$ cat src/design/lsj_pkg.sv
package lsj_pkg;

	// Fixed field widths of the channels
	localparam int RANGE_W   = 16;
	localparam int IDX_W     = 10;
	localparam int BC_W      = 11;
	localparam int TH_W      = 16;
	localparam int CFG_IDX_W = 4;
	localparam int CFG_DAT_W = 16;

	// Register indexes on the configuration port
	localparam logic [CFG_IDX_W-1:0] CFG_BEAM_COUNT     = 4'd0;
	localparam logic [CFG_IDX_W-1:0] CFG_JUMP_THRESHOLD = 4'd1;

	// Register reset values and limits
	localparam logic [BC_W-1:0] BEAM_COUNT_RST = 11'd720;
	localparam logic [TH_W-1:0] THRESHOLD_RST  = 16'd650;
	localparam int              MIN_BEAMS      = 3;

	// Request from the sequencer to the span output stage
	typedef struct packed {
		logic             span;
		logic             finish;
		logic [IDX_W-1:0] start_idx;
		logic [IDX_W-1:0] end_idx;
	} span_req_t;

endpackage

$ cat src/design/lsj_jump_cmp.sv
module lsj_jump_cmp #(
	parameter int RANGE_BITS = 16
) (
	input  logic [RANGE_BITS:0]          a,
	input  logic [RANGE_BITS:0]          b,
	input  logic [lsj_pkg::TH_W-1:0]     thr,
	output logic                         drop,
	output logic                         rise
);

	localparam int CW = (RANGE_BITS > lsj_pkg::TH_W) ? RANGE_BITS : lsj_pkg::TH_W;

	logic                  a_inf;
	logic                  b_inf;
	logic [RANGE_BITS:0]   diff;
	logic                  neg;
	logic [RANGE_BITS-1:0] mag;
	logic [CW-1:0]         mag_x;
	logic [CW-1:0]         thr_x;
	logic                  big;

	assign a_inf = a[RANGE_BITS];
	assign b_inf = b[RANGE_BITS];

	// Signed difference of the finite parts, then its magnitude
	assign diff  = {1'b0, a[RANGE_BITS-1:0]} - {1'b0, b[RANGE_BITS-1:0]};
	assign neg   = diff[RANGE_BITS];
	assign mag   = neg ? (-diff[RANGE_BITS-1:0]) : diff[RANGE_BITS-1:0];
	assign mag_x = CW'(mag);
	assign thr_x = CW'(thr);
	assign big   = (mag_x >= thr_x);

	// Infinity is always a jump against a finite sample, never against another
	assign drop = a_inf ? !b_inf : (!b_inf && !neg && big);
	assign rise = b_inf ? !a_inf : (!a_inf && neg && big);

endmodule

$ cat config.mk
export PLATFORM = sky130hd
export DESIGN_NAME = lsj_jump_cmp
export DESIGN_NICKNAME = d
export VERILOG_FILES = /design/src/design/lsj_pkg.sv /design/src/design/lsj_jump_cmp.sv
export SDC_FILE = /design/constraint.sdc
export NUM_CORES = 1
export LEC_CHECK = 0
export ABC_CLOCK_PERIOD_IN_PS = 15100
export BUFFER_PORTS_ARGS = -buffer_cell sky130_fd_sc_hd__buf_2
export CAP_MARGIN = 20
export CORE_AREA = 4 4 63 65
export DETAILED_ROUTE_END_ITERATION = 12
export DIE_AREA = 0 0 67 69
export PLACE_DENSITY = 0.71
export SETUP_SLACK_MARGIN = 0.5
export SYNTH_ARGS = -nofsm -noshare
export SYNTH_HDL_FRONTEND = slang
export SYNTH_SLANG_ARGS = --single-unit
$ cat constraint.sdc
create_clock -name vclk -period 15.1
set_clock_uncertainty 0.1 [all_clocks]
set_input_delay 2.265 -clock vclk [all_inputs]
set_output_delay 2.265 -clock vclk [all_outputs]
set_load 0.02 [all_outputs]
**Word level (Yosys, flattened, before mapping)**

Cells that the tools add are included.

- Flip-flop bits (word level): 0
- Bits in latches: 0
- Memory bits (writable): 0
- Bits in read-only memories: 0
- Bits of input ports: 50
- Output and inout bits: 2
- Memories: 0

- $add $sub $neg: 2
- $mul: 0
- Div/mod/pow operators: 0
- Order comparisons: 1
- Equal/unequal tests: 0
- Shift operators: 0
- Multiplexer cells: 3
- Bitwise logic cells: 0
- Reductions and logical operators: 7

Operators by type and width:

| operator | count |
|---|---|
| $sub 16x16->17 | 1 |
| $ge 16x16->1 | 1 |
| $mux 16 | 1 |
| $neg 16->16 | 1 |
| $logic_and 1x1->1 | 4 |
| $logic_not 1->1 | 3 |
| $mux 1 | 2 |

**Longest topological paths before layout**

Gate-level depths: netlist (run 1).

- Depth after elaboration: 6
- Mapped depth: 20
- Depth with buffers taken out: 19

**Worst setup path before layout (run 1)**

OpenSTA, ideal clock, no wires.

- Kind: input to output
- Start point: input port a[0]
- End point: output port drop
- Data arrival time: 5.682 ns
- Data required time: 12.735 ns
- Path slack: 7.053 ns
- Stages: 19
- Cell sequence: inv_1 -> ha_1 -> fa_1 -> nor2b_1 -> o21a_1 -> nor2_1 -> xnor2_1 -> or4_4 -> nor4_1 -> a21oi_1 -> xnor2_1 -> ha_1 -> a21o_1 -> a21o_1 -> a21oi_1 -> o21ai_0 -> a21oi_1 -> nor2_1 -> o21ba_2

- Cells in the longest elaborated chain, start to end: 6
- Elaborated cells on any way between the ends: 8

Ends and longest elaborated chain:

| what | RTL line | source |
|---|---|---|
| from (decl) | lsj_jump_cmp.sv:4 | `input logic [RANGE_BITS:0] a,` |
| $sub 16x16->17 (*) | lsj_jump_cmp.sv:26 | `assign diff = {1'b0, a[RANGE_BITS-1:0]} - {1'b0, b[RANGE_BITS-1:0]};` |
| $neg 16->16 | lsj_jump_cmp.sv:28 | `assign mag = neg ? (-diff[RANGE_BITS-1:0]) : diff[RANGE_BITS-1:0];` |
| $mux 16 | lsj_jump_cmp.sv:28 |  |
| $ge 16x16->1 | lsj_jump_cmp.sv:31 | `assign big = (mag_x >= thr_x);` |
| $logic_and 1x1->1 (*) | lsj_jump_cmp.sv:34 | `assign drop = a_inf ? !b_inf : (!b_inf && !neg && big);` |
| $mux 1 (*) | lsj_jump_cmp.sv:34 |  |
| to (decl) | lsj_jump_cmp.sv:7 | `output logic drop,` |

Mark *: on every way between the ends. The rest lies on a longest branch, timed or not.

**Final worst setup path (run 1)**

Same ends and word-level chain as after synthesis.

==> results.md, run 1 <==
- Yosys cell types: 49
- Crit share post-route: 56.2%
- PD cells: 54.0 nW/µm²
- Final setup fails: 0
- Critical Path Slowest Stage Cell: or4_4
- DR WL/cell: 9.94 µm
- PostCTS Resize Cnt: 0
- Fmax: 0.118 GHz
- WP data arrival: 6.12 ns
- Post-Syn Instances: 221
- Row cnt: 21
- Final Critical Period: 8.48 ns
- Critical path's largest stage delay: 0.53 ns
- Total placed cells including tap cells: 315
- Status: finished clean
- Final Routed Wirelength: 3.13 mm
- Comb power frac: 100.0%
- Vias: 1550
- Port buffer count: 52
- Seq Cell Count: 0
- Storage cell area: 0 µm²
- CP bufs+invs: 3
- Setup crit end kind: output port
- Share of post-route cells with drive strength above 1: 24.2%
- Maximum fanout along the worst path: 4
- Residual DRC: 0
- Ports: 52
- ANT nets after route: 0
- Worst Path Class, Setup: in2out
- YS warnings: 0
- Die W: 67 µm
- Crit path max-delay family: simple AND/OR/NAND/NOR gates
- Number of inserted diodes: 0
- Clock Buffer Count: 0
- Switching Power: 0.0000536 W
- First-pass GRT wire length: 5.25 mm
- Rel. slew slack: 55.0%
- Pwr Total: 0.000101 W
- Pleak: 1.03 nW
- RSZ-0062 raised after global routing: no
- Multi-input gate area: 1420 µm²
- Clock network fraction of design power: 0%
- Cells along the critical path: buf_2, inv_1, ha_1, fa_1, nor2b_1, o21a_1, nor2_1, xnor2_1, or4_4, nor4_1, a21oi_1, xnor2_1, ha_1, a21o_1, a21o_1, a21oi_1, o21ai_0, a21oi_1, nor2_1, o21ba_2, buf_2
- Sw frac: 53.1%
- Peak VDD IR: 19.0 µV
- Largest net degree at the start of global routing: 15
- Die H: 69 µm
- Element type at the critical path start: input port
- CTS Hold Bufs: 0
- Placer Congestion: 0.806
- Worst EP required: 12.73 ns
- Core area: 3340 µm²
- Mean Syn Cell Area: 7.09 µm²
- Vias in the first global route: 1341
- All-Layer GR Usage: 12.8%
- First drt pass iteration count: 4
- Hold Crit Start: b[16]
- Post-Syn Area: 1570 µm²
- Crit-path most repeated cell: a21oi_1
- Max-cap viol count: 0
- Final HPWL DP: 2.81 mm
- Total gr overflow: 0
- Die Area: 4620 µm²
- Post-CTS setup buffers: 0
- Fin util: 56.0%
- Seq/Total Area, Yosys: 0%
- Commonest non-fill, non-tap cell in the layout: buf_2
- Slew at the pin closest to its max-slew limit: 0.669 ns
- Reg power frac: 0%
- Number of fill cells: 354
- First-iteration detailed-routing DRC count: 35
- Crit. Startpoint: a[0]
- Fin. max-slew vios: 0
- Nets: 355
- Commonest non-fill, non-tap cells in the layout: buf_2 (52), inv_1 (35), ha_1 (33)
- Hold crit path type: in2out
- Non-filler cells, final: 315
- Post-Syn Nets: 305
- Initial antenna violation count: 0
- Via density: 4.92
- Initial Util: 47.0%
- Setup TNS: 0 ns
- Layout Area Growth over Synthesis: 19.2%
- Internal power: 0.0000474 W
- Hold Fails Final Rpt: 0
## routing by layer
| metal | vias to the layer above | global-route usage [%] | wire length, µm |
|---|---|---|---|
| li1 | 882 | - | - |
| met4 | 0 | 0 | 0 |
| met1 | 637 | 19.1 | 1670 |
| met3 | 0 | 0.487 | 167 |
| met5 | - | 0 | 0 |
| met2 | 31 | 21.3 | 1290 |
## cell type report
type	instances	share of cell area, %
Multi-Input combinational cell	182	76.0
Inverter	35	7.03
Timing Repair Buffer	52	13.9
Tap cell	46	3.08
## power groups by stage
| stage | clock network (W) | logic [W] | registers, W |
|---|---|---|---|
| after floorplan | 0 | 0.0000811 | 0 |
| after global routing | 0 | 0.000117 | 0 |
| after global placement | 0 | 0.000100 | 0 |
| after detailed placement | 0 | 0.000102 | 0 |
| final | 0 | 0.000101 | 0 |
| after CTS | 0 | 0.000102 | 0 |
## kinds of logic after synthesis
family / Yosys count / synth area share, %
buffers and inverters: 39 / 9.50
adder cells (fa/ha/maj): 34 / 27.6
AO/OA/AOI/OAI: 55 / 26.1
AND/OR/NAND/NOR: 68 / 22.8
XOR/XNOR: 25 / 14.0
## cells in the mapped netlist, drive strengths merged (2+ instances only)
cell type / number / area share [%]
nor2b: 2 / 0.80
ha: 33 / 26
a21oi: 11 / 3.8
inv: 35 / 8.4
clkbuf: 3 / 0.80
nand4: 4 / 1.6
nor2: 21 / 5.0
xnor2: 15 / 8.4
o31a: 2 / 1.2
nand3: 4 / 1.3
nand2b: 2 / 0.80
a31oi: 5 / 2.4
or4: 3 / 1.9
o21ba: 3 / 1.9
o2111ai: 2 / 1.1
o21a: 4 / 1.9
nand2: 14 / 3.4
nor4: 4 / 2.6
nand3b: 3 / 1.4
o21ai: 4 / 1.3
nor3: 6 / 1.9
xor2: 10 / 5.6
a21o: 10 / 4.8
a211oi: 3 / 1.8
## worst paths after layout
path / slack [ns] / cells past startpoint / to
max: 6.62 / 21 / drop
min: 4.79 / 3 / rise
## through the flow
step / setup slack (ns) / hold WS [ns] / area, µm²
6_report: 6.62 / 4.79 / 1870
5_1_grt: 6.31 / 4.80 / 1870
4_1_cts: 6.57 / 4.79 / 1870
3_5_place_dp: 6.58 / 4.79 / 1870
3_3_place_gp: 6.61 / 4.78 / 1870
2_1_floorplan: 7.05 / 4.60 / 1570
Note: power is estimated with default switching activity, not from simulation.
==> inputs of run 2 (changes only) <==
Settings changed: ABC_CLOCK_PERIOD_IN_PS 15100 to 8100.
Clock period 15.1 ns to 8.1 ns, I/O delays scaled along.
==> results.md, run 2 (same netlist as run 1, synthesis figures left out) <==
- Status: finished clean
- Commonest non-fill, non-tap cell in the layout: buf_2
- Crit path max-delay family: simple AND/OR/NAND/NOR gates
- First drt pass iteration count: 4
- Final HPWL DP: 2.84 mm
- ANT nets after route: 0
- Setup TNS: 0 ns
- Placed cell areas: 1870 µm²
- Commonest non-fill, non-tap cells in the layout: buf_2 (52), inv_1 (35), ha_1 (33)
- Number of inserted diodes: 0
- CTS Hold Bufs: 0
- Worst hold path stage count: 3
- Slew at the pin closest to its max-slew limit: 0.692 ns
- Ports: 52
- Seq Cell Count: 0
- PD cells: 101 nW/µm²
- Post-CTS setup buffers: 0
- Worst EP required: 6.78 ns
- Clock Buffer Count: 0
- Total gr overflow: 0
- Met2 global-route usage: 21.9%
- Design Area, Final: 1870 µm²
- Met1 Usage GRT: 19.3%
- Die H: 69 µm
- Cells along the critical path: buf_2, inv_1, ha_1, fa_1, nor2b_1, o21a_1, nor2_1, xnor2_1, or4_4, nor4_1, a21oi_1, xnor2_1, ha_1, a21o_1, a21o_1, a21oi_1, o21ai_0, a21oi_1, nor2_1, o21ba_2, buf_2
- Vias in the first global route: 1367
- Initial antenna violation count: 0
- First-pass GRT wire length: 5.35 mm
- Worst Hold End: drop
- Residual DRC: 0
- Nets: 355
- RSZ-0062 raised after global routing: no
- Pwr Total: 0.000189 W
- Final setup fails: 0
- Final Critical Period: 6.41 ns
- Storage cell area: 0 µm²
- CP bufs+invs: 3
- Element type at the critical path start: input port
- Worst Path Class, Setup: in2out
- Critical Path Slowest Stage Cell: or4_4
- GR Util met3: 0.487%
- First-iteration detailed-routing DRC count: 25
- Rel. slew slack: 53.4%
- WP data arrival: 5.09 ns
- PostCTS Resize Cnt: 0
- Layout Area Growth over Synthesis: 19.2%
- Crit share post-route: 79.1%
- Placer Congestion: 0.806
- Share of post-route cells with drive strength above 1: 24.2%
- Fmax: 0.156 GHz
- Row cnt: 21
- Fin. max-slew vios: 0
- Crit-path most repeated cell: a21oi_1
- Hold Crit Start: a[16]
- Die Area: 4620 µm²
- Critical path's largest stage delay: 0.53 ns
- All-Layer GR Usage: 13.1%
- Final Routed Wirelength: 3.14 mm
- Setup crit end kind: output port
- Port buffer count: 52
- Peak VDD IR: 39.4 µV
- Hold crit path type: in2out
- Largest net degree at the start of global routing: 15
- Core area: 3340 µm²
- Maximum fanout along the worst path: 4
- Via density: 4.98
- Die W: 67 µm
- Gr busiest metal: met2
- Number of fill cells: 354
- Hold Fails Final Rpt: 0
- DR WL/cell: 9.96 µm
- Pleak: 1.03 nW
- Initial Util: 47.0%
- Vias: 1568
- Max-cap viol count: 0
## run 2: cell counts in the layout (fill, tap and decap cells not counted)
Identical to the previous run, type by type.
## run 2: power by group
part           switching (W)  total [W]  internal (W)
Combinational       0.000100   0.000189     0.0000884
Clock                      0          0             0
Sequential                 0          0             0
Total               0.000100   0.000189     0.0000884
## run 2: metal layers
metal | share of wire (%) | up-vias
li1 | - | 884
met1 | 52 | 643
met2 | 42 | 41
met3 | 5.9 | 0
met4 | 0 | 0
met5 | 0 | -
## run 2: final cells by class
| class | instances | area, µm² | share of cell area [%] |
|---|---|---|---|
| timing repair buffer | 52 | 260 | 13.9 |
| tap | 46 | 57.6 | 3.08 |
| multi-input combinational | 182 | 1420 | 76.0 |
| inverter | 35 | 131 | 7.03 |
## run 2: how the worst max path moves through the flow
stage | from | endpoint | cells past startpoint
3_3_place_gp | a[0] | drop | 21
6_report | a[0] | drop | 21
3_5_place_dp | a[0] | drop | 21
5_1_grt | a[0] | drop | 21
2_1_floorplan | a[0] | drop | 19
4_1_cts | a[0] | drop | 21
## run 2: stage by stage
stage               worst slack [ns]  util [%]  hold WS (ns)  instances
floorplan                       2.15         -          2.50        221
global placement                1.71      56.0          2.68        315
detailed placement              1.68      56.0          2.69        315
CTS                             1.67      56.0          2.69        315
global route                    1.41      56.0          2.69        315
finish                          1.69      56.0          2.69        315
