File: config.mk
export PLATFORM = sky130hd
export DESIGN_NAME = lsj_span_out_flat
export DESIGN_NICKNAME = d
export VERILOG_FILES = /design/src/design/lsj_pkg.sv /design/src/design/lsj_ifs.sv /design/src/design/lsj_span_out.sv /design/src/flat_wrapper.sv
export SDC_FILE = /design/constraint.sdc
export NUM_CORES = 1
export LEC_CHECK = 0
export CAP_MARGIN = 20
export CORE_UTILIZATION = 55
export CTS_CLUSTER_SIZE = 8
export DETAILED_ROUTE_END_ITERATION = 8
export DONT_BUFFER_PORTS = 1
export GPL_TIMING_DRIVEN = 0
export HOLD_SLACK_MARGIN = 0.06
export PLACE_DENSITY = 0.7
export SYNTH_ARGS = -nofsm -noshare
export SYNTH_HDL_FRONTEND = slang
export SYNTH_SLANG_ARGS = --single-unit
File: constraint.sdc
create_clock -name clk -period 3.5 [get_ports clk]
set_input_delay 0.175 -clock clk [delete_from_list [all_inputs] [get_ports clk]]
set_output_delay 0.175 -clock clk [all_outputs]
set_load 0.01 [all_outputs]
File: src/design/lsj_pkg.sv
package lsj_pkg;

	// Fixed field widths of the channels
	localparam int RANGE_W   = 16;
	localparam int IDX_W     = 10;
	localparam int BC_W      = 11;
	localparam int TH_W      = 16;
	localparam int CFG_IDX_W = 4;
	localparam int CFG_DAT_W = 16;

	// Register indexes on the configuration port
	localparam logic [CFG_IDX_W-1:0] CFG_BEAM_COUNT     = 4'd0;
	localparam logic [CFG_IDX_W-1:0] CFG_JUMP_THRESHOLD = 4'd1;

	// Register reset values and limits
	localparam logic [BC_W-1:0] BEAM_COUNT_RST = 11'd720;
	localparam logic [TH_W-1:0] THRESHOLD_RST  = 16'd650;
	localparam int              MIN_BEAMS      = 3;

	// Request from the sequencer to the span output stage
	typedef struct packed {
		logic             span;
		logic             finish;
		logic [IDX_W-1:0] start_idx;
		logic [IDX_W-1:0] end_idx;
	} span_req_t;

endpackage

File: src/design/lsj_ifs.sv


interface lsj_span_if;
	logic                      valid;
	logic                      ready;
	logic [lsj_pkg::IDX_W-1:0] span_start;
	logic [lsj_pkg::IDX_W-1:0] span_end;
	logic                      span_valid;
	logic                      span_overflow;
	logic                      last_span;

	modport source (output valid, output span_start, output span_end, output span_valid,
		output span_overflow, output last_span, input ready);
	modport sink (input valid, input span_start, input span_end, input span_valid,
		input span_overflow, input last_span, output ready);
endinterface


File: src/design/lsj_span_out.sv
module lsj_span_out #(
	parameter int MAX_SPANS = 32
) (
	input  logic               clk,
	input  logic               arst_n,
	input  lsj_pkg::span_req_t req,
	output logic               stall,
	lsj_span_if.source         spans
);

	localparam int CNT_W = $clog2(MAX_SPANS + 1);

	logic                        pend_v_q;
	logic [lsj_pkg::IDX_W-1:0]   pend_s_q;
	logic [lsj_pkg::IDX_W-1:0]   pend_e_q;
	logic [CNT_W-1:0]            cnt_q;
	logic                        ovf_q;
	logic                        out_v_q;
	logic [lsj_pkg::IDX_W-1:0]   out_s_q;
	logic [lsj_pkg::IDX_W-1:0]   out_e_q;
	logic                        out_sv_q;
	logic                        out_ovf_q;
	logic                        out_last_q;

	logic free;
	logic full;
	logic take;
	logic push_pend;
	logic push_fin;
	logic push;

	// The newest span waits in the pending slot until it is known whether it is the last
	assign free      = !out_v_q || spans.ready;
	assign full      = (cnt_q == CNT_W'(MAX_SPANS));
	assign take      = req.span && !full;
	assign push_pend = take && pend_v_q;
	assign push_fin  = req.finish;
	assign push      = push_pend || push_fin;
	assign stall     = push && !free;

	// Pending slot, span count and overflow flag
	always_ff @(posedge clk or negedge arst_n) begin
		if (!arst_n) begin
			pend_v_q <= 1'b0;
			cnt_q    <= '0;
			ovf_q    <= 1'b0;
		end else if (!stall) begin
			if (take) begin
				pend_v_q <= 1'b1;
				cnt_q    <= cnt_q + CNT_W'(1);
			end
			if (req.span && full) begin
				ovf_q <= 1'b1;
			end
			if (push_fin) begin
				pend_v_q <= 1'b0;
				cnt_q    <= '0;
				ovf_q    <= 1'b0;
			end
		end
	end

	always_ff @(posedge clk) begin
		if (take && !stall) begin
			pend_s_q <= req.start_idx;
			pend_e_q <= req.end_idx;
		end
	end

	// Output register: drop on a taken beat, load on a push
	always_ff @(posedge clk or negedge arst_n) begin
		if (!arst_n) begin
			out_v_q <= 1'b0;
		end else if (push && free) begin
			out_v_q <= 1'b1;
		end else if (spans.ready) begin
			out_v_q <= 1'b0;
		end
	end

	always_ff @(posedge clk) begin
		if (push && free) begin
			if (push_fin) begin
				out_s_q    <= pend_v_q ? pend_s_q : '0;
				out_e_q    <= pend_v_q ? pend_e_q : '0;
				out_sv_q   <= pend_v_q;
				out_ovf_q  <= pend_v_q && ovf_q;
				out_last_q <= 1'b1;
			end else begin
				out_s_q    <= pend_s_q;
				out_e_q    <= pend_e_q;
				out_sv_q   <= 1'b1;
				out_ovf_q  <= 1'b0;
				out_last_q <= 1'b0;
			end
		end
	end

	assign spans.valid         = out_v_q;
	assign spans.span_start    = out_s_q;
	assign spans.span_end      = out_e_q;
	assign spans.span_valid    = out_sv_q;
	assign spans.span_overflow = out_ovf_q;
	assign spans.last_span     = out_last_q;

endmodule

File: src/flat_wrapper.sv
// flat-port wrapper written by rule: the top's interface ports become plain ports
module lsj_span_out_flat 
#(
	parameter int MAX_SPANS = 32
)
  (clk, arst_n, req, stall, spans_valid, spans_span_start, spans_span_end, spans_span_valid, spans_span_overflow, spans_last_span, spans_ready);
  lsj_span_if spans_i ();
  input  logic clk;
  input  logic arst_n;
  input  lsj_pkg::span_req_t req;
  output logic stall;
  output wire logic [$bits(spans_i.valid)-1:0] spans_valid;
  output wire logic [$bits(spans_i.span_start)-1:0] spans_span_start;
  output wire logic [$bits(spans_i.span_end)-1:0] spans_span_end;
  output wire logic [$bits(spans_i.span_valid)-1:0] spans_span_valid;
  output wire logic [$bits(spans_i.span_overflow)-1:0] spans_span_overflow;
  output wire logic [$bits(spans_i.last_span)-1:0] spans_last_span;
  input wire logic [$bits(spans_i.ready)-1:0] spans_ready;
  assign spans_valid = spans_i.valid;
  assign spans_span_start = spans_i.span_start;
  assign spans_span_end = spans_i.span_end;
  assign spans_span_valid = spans_i.span_valid;
  assign spans_span_overflow = spans_i.span_overflow;
  assign spans_last_span = spans_i.last_span;
  assign spans_i.ready = spans_ready;
  lsj_span_out #(.MAX_SPANS(MAX_SPANS)) u_core (.clk(clk), .arst_n(arst_n), .req(req), .stall(stall), .spans(spans_i));
endmodule
**After elaboration in Yosys (flattened, before gate mapping)**

Cells that the tools add are included.

- Add/subtract/negate cells: 1
- Multiply operators: 0
- Divide/modulo/power cells: 0
- $lt $le $gt $ge: 0
- Equality and inequality tests: 1
- Shift-type cells: 0
- Mux-type cells: 13
- Bitwise gates (word level): 1
- Reduce and logical (&&, ||, !) cells: 18

Operator list:

| operator | count |
|---|---|
| $mux W10 | 4 |
| $mux W6 | 2 |
| $logic_and A1 B1 Y1 | 7 |
| $mux W1 | 7 |
| $add A6 B1 Y6 const B | 1 |
| $eq A6 B6 Y1 const B | 1 |
| $reduce_bool A2 Y1 | 3 |
| $logic_not A1 Y1 | 4 |
| $reduce_and A2 Y1 | 2 |
| $logic_or A1 B1 Y1 | 2 |
| $not A1 Y1 | 1 |

- Register bits after elaboration: 52
- Latch bits: 0
- RAM bits: 0
- Memory bits (read-only): 0
- Input port bits: 25
- Memories kept: 0

**Depth between registers and ports, before layout**

Gate-level depths: netlist of run 1.

- Depth after elaboration: 8
- Depth in mapped cells: 6
- Gate-level depth less buffers: 6

**Worst setup path before layout of run 1**

OpenSTA, ideal clock, no wires.

- Kind: register to register
- From: register u_core.cnt_q[0]
- To: register u_core.out_last_q, in the netlist u_core.spans.last_span (enable)
- Data arrival time: 2048 ps
- Path slack: 1050 ps
- Stages on the path, launching flop included: 7
- Path buffers: 0
- Clock period less this slack: 2450 ps
- Cells stage by stage: dfrtp_1 -> inv_1 -> ha_1 -> nand2_1 -> o41a_1 -> a21oi_1 -> nor2_1

- Word-level cells in the longest chain between the ends: 6

RTL lines:

| item | line | source |
|---|---|---|
| from (decl) | lsj_span_out.sv:16 | `logic [CNT_W-1:0] cnt_q;` |
| from (signal assigned) | lsj_span_out.sv:50 | `cnt_q <= cnt_q + CNT_W'(1);` |
| $eq A6 B6 Y1 | lsj_span_out.sv:34 | `assign full = (cnt_q == CNT_W'(MAX_SPANS));` |
| $logic_not A1 Y1 | lsj_span_out.sv:35 | `assign take = req.span && !full;` |
| $logic_and A1 B1 Y1 | lsj_span_out.sv:35 |  |
| $logic_and A1 B1 Y1 | lsj_span_out.sv:36 | `assign push_pend = take && pend_v_q;` |
| $logic_or A1 B1 Y1 | lsj_span_out.sv:38 | `assign push = push_pend \|\| push_fin;` |
| $logic_and A1 B1 Y1 | lsj_span_out.sv:82 | `if (push && free) begin` |
| to (signal assigned) | lsj_span_out.sv:88 | `out_last_q <= 1'b1;` |
| to (signal assigned) | lsj_span_out.sv:94 | `out_last_q <= 1'b0;` |
| to (decl) | lsj_span_out.sv:23 | `logic out_last_q;` |

Every way passes these cells.
A chain may end at the register's enable or synchronous reset.

**Worst setup path in the final report of run 1**

- From: register u_core.cnt_q[0]
- To: register u_core.out_s_q (netlist bit u_core.spans.span_start[5]) (enable)

- Word-level cells in the longest chain between the ends: 6

RTL lines:

| item | line | source |
|---|---|---|
| $eq A6 B6 Y1 | lsj_span_out.sv:34 |  |
| $logic_not A1 Y1 | lsj_span_out.sv:35 |  |
| $logic_and A1 B1 Y1 | lsj_span_out.sv:35 |  |
| $logic_and A1 B1 Y1 | lsj_span_out.sv:36 |  |
| $logic_or A1 B1 Y1 | lsj_span_out.sv:38 |  |
| $logic_and A1 B1 Y1 | lsj_span_out.sv:82 |  |
| to (signal assigned) | lsj_span_out.sv:84 | `out_s_q <= pend_v_q ? pend_s_q : '0;` |
| to (signal assigned) | lsj_span_out.sv:90 | `out_s_q <= pend_s_q;` |
| to (decl) | lsj_span_out.sv:19 | `logic [lsj_pkg::IDX_W-1:0] out_s_q;` |

Every way passes these cells.

==> out/metrics.yaml, run 1 <==
layout_setup_ws_ns: 1.143
cts_resized: 0
hp-start: "req[21]"
hold_path_class: "primary input to flip-flop"
diodes: 0
avgSynthCellArea_um2: 15.42
cpMaxStageDelayCell: "nor2_2"
end_kind: "flip-flop"
finalHoldViolCount: 0
synth_area_leaders: "edfxtp_1, dfrtp_1, and2_1"
synth_cell_types: 25
slew_headroom: 0.6064
max_stage_delay_ns: 0.49
yosysTopAreaCell: "edfxtp_1"
synth_seq_area_share: 0.7744
start_kind: "flip-flop"
grt_usage: 0.1941
pre_cts_slack_ns: 1.215
critPathTopFamily: "simple AND/OR/NAND/NOR gates"
dieArea_mm2: 0.003803
rows: 21
p_total_mw: 1.119
finalNonFillerCells: 207
drive_gt1_frac: 0.07453
route.detailed.drc: 0
grt_pass1_wl_um: 4940
core_mm2: 0.003363
setup_tns_ns: 0
overflow: 0
clock_path_buffers: 2
ys.warnings.count: 0
fin_nets: 187
synth_top_area_frac: 0.6594
final_area_mm2: 0.002345
grt_max_degree: 19
area_delta_synth_final_pct: 19.74
wire_per_inst_um: 15.87
rsz0062_at_grt: "no"
start_util: 0.5822
setup_viol_count_final: 0
final_core_util: 0.6972
cap_violations: 0
cts.sinks: 52
syn_area_mm2: 0.001958
powerDensity_mw_per_mm2: 477.3
syn_inst: 127
post-route-period-util: 0.6735
grt_pass1_vias: 1058
cts-root-buf: "clkbuf_4"
vdd_ir_drop_max_mv: 0.3290
die_w_um: 61.67
critPathMaxFanout: 13
wirelength_um: 3285
gp_congestion: 0.8482
worstPathRequired_ns: 3.58
clock_skew_ns: 0.004496
htree_levels: 2
max_slew.worst_pin.slew_ns: 0.5898
cp_num_buf_inv: 2
critPathLaunch: "u_core.cnt_q[0]"
cts_buffers: 5
cts_tree: "yes"
cp.arrival_ns: 2.44
grt_antenna_before_repair: 0
worst_hold_slack_ns: 0.1214
die_h_um: 61.67
ys_async_sr_fraction: 0.1731
placed_area_mm2: 0.002051
status: "finished clean"
insertion_delay_ns: 0.35
ys.flop_type: "edfxtp_1"
ios: 50
clock.fmax_mhz: 424.2
drt-pass1-iter-count: 4
fin_crit_ns: 2.357
numPortBuffers: 0
critPathKind: "flip-flop to flip-flop"
path_clk_slew_ns: 0.14
placed_cells: 175
synth-seq-cells: 52
path_cells: "inv_1 -> ha_1 -> nand2_1 -> o41a_1 -> a21oi_1 -> nor2_2 -> buf_8"
drtIter0Drc: 77
dpl.hpwl_um: 2092
num_vias: 1090
synth_edf_count: 43
antenna_left: 0
synth_fp_nets: 154
r2r-start: "u_core.cnt_q[0]"
routed_via_density: 5.266
cellLeakagePower_nw: 0.8472
slew_viol_final: 0
[cell usage in the layout (no fill, tap or decap), types with 4 or more instances in the layout]
cell | netlist | layout
edfxtp_1 | 43 | 43
dlygate4sd3_1 | 0 | 24
and2_1 | 20 | 20
nand2_1 | 9 | 9
dfrtp_1 | 9 | 9
o21ai_0 | 7 | 7
a21oi_1 | 6 | 6
clkbuf_1 | 3 | 5
clkbuf_4 | 0 | 5
nor2_1 | 6 | 4
[worst reg2reg max path, cell delays in order (launching register included)]
cell and delay [ns]:
dfrtp_1 0.47, inv_1 0.10, ha_1 0.22, nand2_1 0.11, o41a_1 0.29, a21oi_1 0.17
nor2_2 0.49, buf_8 0.23
[state kept, by name (all words and copies together), names as in the netlist]
name,cells
u_core.cnt_q,6
u_core.ovf_q,1
u_core.pend_e_q,10
u_core.pend_s_q,10
u_core.pend_v_q,1
u_core.spans.last_span,1
u_core.spans.span_end,10
u_core.spans.span_overflow,1
u_core.spans.span_start,10
u_core.spans.span_valid,1
u_core.spans.valid,1
[cell usage after synthesis (2+ instances only)]
master,n
and2_1,20
nand2b_1,2
nor2_1,6
nand2_1,9
clkbuf_1,3
dfrtp_1,9
ha_1,2
nor3_1,2
o21ai_0,7
inv_1,2
or4_1,2
edfxtp_1,43
o311ai_1,2
a21oi_1,6
nand4b_1,2
[final timing paths]
kind | endpoint | slack (ns) | cells after the start
worst max-delay path | u_core.spans.span_start[5] | 1.14 | 7
worst min-delay path | u_core.cnt_q[2] | 0.12 | 3
worst max register to register | u_core.spans.span_start[5] | 1.14 | 7
worst min register to register | u_core.spans.span_start[9] | 0.53 | 1
max in group asynchronous | u_core.cnt_q[1] | 3.03 | 1
min in group asynchronous | u_core.cnt_q[0] | 0.17 | 1
[report_power, final]
part / switching (mW) / internal [mW]
Sequential: 0.0346 / 0.728
Clock: 0.175 / 0.0812
Combinational: 0.0532 / 0.0466
[logic make-up (layout without fill, tap and decap cells)]
logic type,Yosys count,count (layout),synth area share
compound gates,18,18,0.05623
fa+ha+maj,2,2,0.01278
flops,52,52,0.7744
simple gates,49,49,0.1444
buf+inv,6,40,0.01214
[routing by layer]
layer	share of wire	vias up	track usage
li1	-	530	-
met1	0.38	508	0.1932
met2	0.54	46	0.3594
met3	0.068	6	0.07563
met4	0.013	0	0.07619
met5	0	-	0
[layout make-up]
cell class / count / area, um^2
Sequential cell: 52 / 1516
Fill cell: 251 / 1018
Multi-Input combinational cell: 69 / 422.9
Timing Repair Buffer: 26 / 270.3
Tap cell: 46 / 57.56
Clock buffer: 7 / 45.04
Buffer: 4 / 16.27
Clock inverter: 1 / 8.758
Inverter: 2 / 7.507
[what timing repair did]
action / 4_1_cts / 5_1_grt
hold buffers: 24 / 0
endpoints found under the hold margin: 34 / 0
setup buffers: 0 / 0
Power figures use the tool's default switching activity.
==> run 2, diff against run 1 <==
--- a/config.mk
+++ b/config.mk
@@ -12,7 +12,7 @@
 export DONT_BUFFER_PORTS = 1
 export GPL_TIMING_DRIVEN = 0
 export HOLD_SLACK_MARGIN = 0.06
-export PLACE_DENSITY = 0.7
+export PLACE_DENSITY = 0.73
 export SYNTH_ARGS = -nofsm -noshare
 export SYNTH_HDL_FRONTEND = slang
 export SYNTH_SLANG_ARGS = --single-unit
==> constraint.sdc (replaced) <==
create_clock -name clk -period 2.1 [get_ports clk]
set_input_delay 0.105 -clock clk [delete_from_list [all_inputs] [get_ports clk]]
set_output_delay 0.105 -clock clk [all_outputs]
set_load 0.01 [all_outputs]
==> out/metrics.yaml, run 2 (same netlist as run 1, synthesis figures left out) <==
gp_congestion: 0.6693
clock_path_buffers: 2
start_kind: "flip-flop"
grt_antenna_before_repair: 0
placed_area_mm2: 0.002021
grt_pass1_vias: 1049
final_cell_mix: "edfxtp_1, dlygate4sd3_1, and2_1, dfrtp_1, nand2_1"
num_vias: 1130
setup_viol_count_final: 0
overflow: 0
cts.sinks: 52
diodes: 0
clock_skew_ns: 0.008670
route.detailed.drc: 0
fill_cells: 243
fin_nets: 191
max_stage_delay_ns: 0.48
grt_max_degree: 21
area_delta_synth_final_pct: 22.04
cellLeakagePower_nw: 0.8649
dpl.hpwl_um: 1899
ios: 50
vdd_ir_drop_max_mv: 0.6222
drt-pass1-iter-count: 4
drtIter0Drc: 88
wirelength_um: 3213
rr_worst_depth: 7
cts_tree: "yes"
numPortBuffers: 0
slew_headroom: 0.5524
routed_via_density: 5.355
cpMaxStageDelayCell: "o41a_1"
final_area_mm2: 0.002390
cts-root-buf: "clkbuf_4"
path_clk_slew_ns: 0.14
cp.arrival_ns: 1.96
grt_usage: 0.1813
grt_pass1_wl_um: 4726
die_h_um: 61.67
critPathKind: "flip-flop to output pin"
post-route-period-util: 0.9839
end_kind: "output pin"
fin_crit_ns: 2.066
hold_path_class: "primary input to async pin"
slew_viol_final: 0
cap_violations: 0
final_core_util: 0.7106
die_w_um: 61.67
cts_buffers: 5
finalNonFillerCells: 211
drive_gt1_frac: 0.1273
insertion_delay_ns: 0.35
max_slew.worst_pin.slew_ns: 0.6627
clock.fmax_mhz: 484.0
critPathMaxFanout: 5
rows: 21
worst_hold_slack_ns: 0.1104
finalHoldViolCount: 0
dieArea_mm2: 0.003803
layout_setup_ws_ns: 0.03388
placed_cells: 173
powerDensity_mw_per_mm2: 786.5
core_mm2: 0.003363
antenna_left: 0
start_util: 0.5822
path_cells: "inv_2 -> ha_1 -> nand2_2 -> o41a_1 -> a21oi_4 -> nor2_2"
worstPathRequired_ns: 2.00
htree_levels: 2
pre_cts_slack_ns: -0.4107
final_common_cell: "edfxtp_1"
status: "finished clean"
wire_per_inst_um: 15.23
## run 2: cell types whose count changed in the layout (fill, tap and decap cells not counted), moves of 2 or more
cell / delta
buf_4: +5
inv_1: -2
inv_2: +2
nor2_4: +3
buf_8: -2
## run 2: power breakdown
group          switching, mW  internal (mW)  total (mW)
clock network          0.284          0.135       0.419
logic                  0.100         0.0891       0.190
registers             0.0571           1.21        1.27
## run 2: path summary, 6_finish.rpt
check	start	end	slack, ns
min in group clk	req[21]	u_core.cnt_q[0]	0.13
worst max register to register	u_core.cnt_q[0]	u_core.spans.span_end[4]	0.08
worst max-delay path	u_core.cnt_q[0]	stall	0.03
max in group asynchronous	arst_n	u_core.cnt_q[2]	1.69
worst min register to register	u_core.pend_s_q[9]	u_core.spans.span_start[9]	0.53
worst min-delay path	arst_n	u_core.spans.valid	0.11
## run 2: metrics by stage
step / setup TNS [ns] / total power, mW
after floorplan: 0 / 1.371
after global placement: -14.89 / 1.400
after detailed placement: -9.517 / 1.409
after CTS: 0 / 1.866
after global routing: -0.04328 / 1.970
final: 0 / 1.880
## run 2: area by class of cell
cell class,instances,area [um^2],share of cell area
plain buffers,4,16.27,0.006806
clock buffers,7,45.04,0.01885
clock inverters,1,8.758,0.003665
inverters,2,7.507,0.003141
multi-input cells,70,460.4,0.1927
flip-flops and latches,52,1516,0.6346
well taps,46,57.56,0.02408
repair buffers,29,277.8,0.1162
## run 2: what timing repair did
| item | 4_1_cts | 5_1_grt |
|---|---|---|
| setup endpoints to repair | 33 | 12 |
| resized for setup | 5 | 4 |
| endpoints found under the hold margin | 38 | 0 |
| pin swaps | 2 | 2 |
| setup buffers | 1 | 4 |
| cloned | 1 | 0 |
| hold buffers | 24 | 0 |
## run 2: critical path, delay by kind of cell (launching register included)
kind,cells,cell delay [ns]
buffers and inverters,1,0.08
AND/OR/NAND/NOR,2,0.16
AO/OA/AOI/OAI,2,0.72
adder cells (fa/ha/maj),1,0.19
flip-flops,1,0.46
## run 2: metal layers
metal | vias to the layer above | track usage | wire [um]
met4 | 0 | 0.07302 | 34
met3 | 6 | 0.07983 | 211
li1 | 545 | - | -
met1 | 535 | 0.1899 | 1248
met2 | 44 | 0.3180 | 1720
met5 | - | 0 | 0
